$ cat src/rtl/bat_muladd.sv
// Shared multiply-add unit: q = a * b + c, registered.
// Depends on nothing but its parameters.
`default_nettype none

module bat_muladd
#(
    parameter int A_W = 16,
    parameter int B_W = 9,
    parameter int C_W = 8
)
(
    input  wire logic                   clk,
    input  wire logic [A_W-1:0]         a,
    input  wire logic [B_W-1:0]         b,
    input  wire logic [C_W-1:0]         c,
    output logic      [A_W+B_W:0]       q
);

    logic [A_W+B_W:0] q_reg;
    logic [A_W+B_W:0] q_next;

    always_comb
    begin
        q_next = (A_W+B_W+1)'(a) * (A_W+B_W+1)'(b) + (A_W+B_W+1)'(c);
    end

    always_ff @(posedge clk)
    begin
        q_reg <= q_next;
    end

    assign q = q_reg;

endmodule

`default_nettype wire

$ cat config.mk
export PLATFORM = sky130hd
export DESIGN_NAME = bat_muladd
export DESIGN_NICKNAME = d
export VERILOG_FILES = /design/src/rtl/bat_muladd.sv
export SDC_FILE = /design/constraint.sdc
export NUM_CORES = 1
export LEC_CHECK = 0
export ABC_AREA = 0
export BUFFER_PORTS_ARGS = -buffer_cell sky130_fd_sc_hd__buf_4
export CAP_MARGIN = 10
export CORE_UTILIZATION = 58
export DETAILED_ROUTE_END_ITERATION = 8
export MAX_ROUTING_LAYER = met4
export PLACE_DENSITY = 0.79
export RECOVER_POWER = 100
export SETUP_SLACK_MARGIN = 0.4
export SYNTH_ARGS = -nofsm -noshare
export SYNTH_HDL_FRONTEND = slang
export SYNTH_SLANG_ARGS = --single-unit
$ cat constraint.sdc
create_clock -name clk -period 7.06 [get_ports clk]
set_input_delay 1.059 -clock clk [delete_from_list [all_inputs] [get_ports clk]]
set_output_delay 1.059 -clock clk [all_outputs]
set_load 0.05 [all_outputs]
Word level (Yosys, flattened, before mapping)
Cells that the tools add are included.

storage, ports and cells
  output and inout port bits = 26
  input bits = 34
  bits in registers = 26

cells by class
  $add $sub $neg = 1
  multipliers = 1

operators with widths
  cell                         number
  adder 25 x 8 -> 26 bit       1
  multiplier 16 x 9 -> 25 bit  1

Logic depth before layout (Yosys ltp)
  depth in word-level cells = 2
  depth in mapped cells = 19
  mapped depth without buffers = 18

Worst setup path after synthesis
OpenSTA, ideal clock, no wires.

  path type = input to register
  start point = input port b[0]
  end point = register q_reg[24] (netlist: q[24])
  cell stages on the path = 19
  arrival = 5.846 ns
  data required time = 6.998 ns
  slack = 1.153 ns
  cell sequence = clkbuf_1 -> nand2_1 -> fa_1 -> inv_1 -> fa_1 -> inv_1 -> fa_1 -> inv_1 -> fa_1 -> inv_1 -> fa_1 -> inv_1 -> ha_1 -> a21oi_2 -> o211ai_1 -> a2111o_1 -> nor3b_2 -> or4_1 -> nand3_1

between the ends
  longest elaborated chain between the ends = 2

ends and longest elaborated chain
  what                         RTL line  text
  from (decl)                  14        input wire logic [B_W-1:0] b,
  multiplier 16 x 9 -> 25 bit  24        q_next = (A_W+B_W+1)'(a) * (A_W+B_W+1)'(b) + (A_W+B_W+1)'(c);
  adder 25 x 8 -> 26 bit       24
  via q_next[24]               20        logic [A_W+B_W:0] q_next;
  to (signal assigned)         29        q_reg <= q_next;
  to (decl)                    19        logic [A_W+B_W:0] q_reg;

The timed path passes the listed nets, and every way through them passes these cells.

Final worst setup path
  start point = input port b[0]
  end point = register q_reg[22] (netlist: q[22])

The elaborated chain is that of the path after synthesis.

==> flow_summary.yaml <==
layout:
  fillers: 818
  fin_nets: 861
  final_common_cell: "fa_1"
  diodes: 0
  syn2layout_area_growth_pct: 8.47
  mostFrequentLayoutCells: "104 x fa_1, 99 x inv_1, 87 x nand2_1, 71 x ha_1, 66 x and2_1"
  drive_gt1_frac: 0.0645
  fin_util: 0.654
  largest_register_ffs: 26
  area.sequential_um2: 520
  multi_input_area_mm2: 0.00461
worst_hold_path:
  holdCritStartpoint: "c[0]"
  hold_path_class: "input port to flip-flop"
timing:
  max_clock_freq_ghz: 0.161
  rsz0062_at_grt: "false"
  setup_viol: 0
  timing.final.crit_period_ns: 6.20
  slew_headroom: 0.559
  finalHoldViolations: 0
  finalCritPeriodShare: 0.879
  setup_tns_ns: 0
  finalMaxSlewViolations: 0
  worst_slew_pin_slew_ns: 0.662
clock_network:
  cts_buffers: 3
  cts_resized: 0
  cts_tree: "yes"
  root_buffer: "clkbuf_8"
  cts_sinks: 26
  cts_setup_buffers: 0
  cts_max_level: 1
  clk_pin_slew_ns: 0.09
  ctsHoldBuffers: 0
  cts_buffer_depth: 2
logic_synthesis:
  syn_inst: 611
  ys.flop_type: "dfxtp_1"
  ys.warnings.count: 0
  ys_types: 43
  seq_area_frac_synth: 0.0930
  synth_edf_count: 0
  ys_async_sr_fraction: 0
  synth_area_per_cell_um2: 9.16
  postSynthNetCount: 820
  yosys_register_bits: 26
  syn_area_mm2: 0.00560
global_routing:
  track_usage: 0.256
  grt-ovfl-total: 0
  grt_pass1_vias: 4494
  grt_max_degree: 17
  antenna_found_initial: 0
  grt_pass1_wl_mm: 19.9
placement:
  dp_hpwl_mm: 9.91
  routabilityCongestion: 0.907
  io_buffers: 59
routing:
  drc: 0
  wirelength_mm: 11.5
  viasPerCell: 5.54
  dr.pass1.iters: 4
  antenna_left: 0
  via_count: 4318
  wl_per_cell_um: 14.8
  first_iter_violations: 152
floorplan:
  die_h_um: 100
  rows: 35
  initial_utilization: 0.603
  die_width_um: 100
  core-area_mm2: 0.00928
  die_area_mm2: 0.0100
  ioPinCount: 60
setup_path:
  critPathLaunchType: "input port"
  critical_path_arrival_ns: 6.38
  critical_path_required_ns: 7.24
  critPathKind: "input port to flip-flop"
  path_max_fanout: 16
  end_kind: "flip-flop"
  startpoint: "b[0]"
power:
  p_sw_w: 0.00148
  seqPwrFrac: 0.098
  ir_drop_v: 0.000252
  internal_power_w: 0.00120
  p_sw_frac: 0.553
  p_clk_frac: 0.047
  power_frac_comb: 0.855
  power.static_leakage_nw: 3.15
  p_total_w: 0.00267
  power.density_mw_per_mm2: 440
run:
  drv_cap: 0
run_status:
  status: "finished, final reports clean"
stage by stage:
step                      setup slack, ns  instance area, µm²  hold slack [ns]  std cells
after floorplan                      1.15                5600             1.19        611
after global placement               1.09                6120             1.28        776
after detailed placement             1.02                6120             1.29        776
after CTS                            1.29                6190             1.01        780
after global routing                0.593                6070             1.01        780
final                               0.855                6070             1.01        780
worst max-delay path, stage by stage:
cell,delay [ns]
clkbuf_1,0.49
nand2_1,0.17
fa_1,0.56
inv_1,0.05
fa_1,0.51
inv_1,0.06
fa_1,0.52
inv_1,0.05
fa_1,0.47
inv_1,0.05
fa_1,0.47
inv_1,0.04
ha_1,0.33
a21oi_1,0.21
o211ai_1,0.14
a2111o_1,0.48
a21oi_1,0.35
nor3_1,0.11
a311oi_1,0.26
power groups by stage:
stage / clock [W] / sequential, W / combinational, W
2_1_floorplan: 0 / 0.000506 / 0.00157
3_3_place_gp: 0 / 0.000268 / 0.00232
3_5_place_dp: 0 / 0.000268 / 0.00236
4_1_cts: 0.000126 / 0.000265 / 0.00238
5_1_grt: 0.000136 / 0.000268 / 0.00254
6_report: 0.000124 / 0.000262 / 0.00229
layout make-up:
cell class              count  share of cell area
repair buffers             59              0.0563
clock buffers               3             0.00680
flip-flops and latches     26              0.0857
multi-input cells         463               0.759
inverters                  99              0.0612
clock inverters             1             0.00495
well taps                 129              0.0266
final timing paths:
kind	depth (start not counted)	endpoint	slack (ns)
worst max-delay path	19	q[22]$_DFF_P_	0.86
worst min-delay path	2	q[0]$_DFF_P_	1.01
per-layer routing:
layer  global-route usage  share of wire
met2                0.453           0.54
met3               0.0272          0.042
met1                0.315           0.40
met4               0.0591          0.021
met5                    -              0
Yosys cell counts (2+ instances only):
cell	number	share of area
a211oi_1	2	0.0027
a21o_1	13	0.017
a21o_2	2	0.0031
a21oi_1	24	0.021
a31oi_1	2	0.0022
a41oi_1	2	0.0031
and2_1	68	0.076
clkbuf_1	23	0.015
dfxtp_1	26	0.093
fa_1	104	0.37
ha_1	71	0.16
inv_1	99	0.066
nand2_1	87	0.058
nand2b_1	3	0.0034
nand3_1	7	0.0063
nand4_1	5	0.0056
nor2_1	10	0.0067
nor2b_1	3	0.0034
nor3_1	3	0.0027
o21a_1	2	0.0027
o21ai_0	10	0.0089
o21bai_1	3	0.0040
o2bb2ai_1	2	0.0031
o31ai_1	2	0.0027
or3_1	2	0.0022
xnor2_1	10	0.016
xor2_1	10	0.016
logic make-up after synthesis:
group / count (synthesis) / synth area share
buffers and inverters: 122 / 0.0818
DFF: 26 / 0.0930
AOI/OAI and AO/OA: 75 / 0.0907
and+or+nand+nor: 193 / 0.173
xor gates and xnor gates: 20 / 0.0313
adders and majority gates: 175 / 0.531
Power figures use the tool's default switching activity.
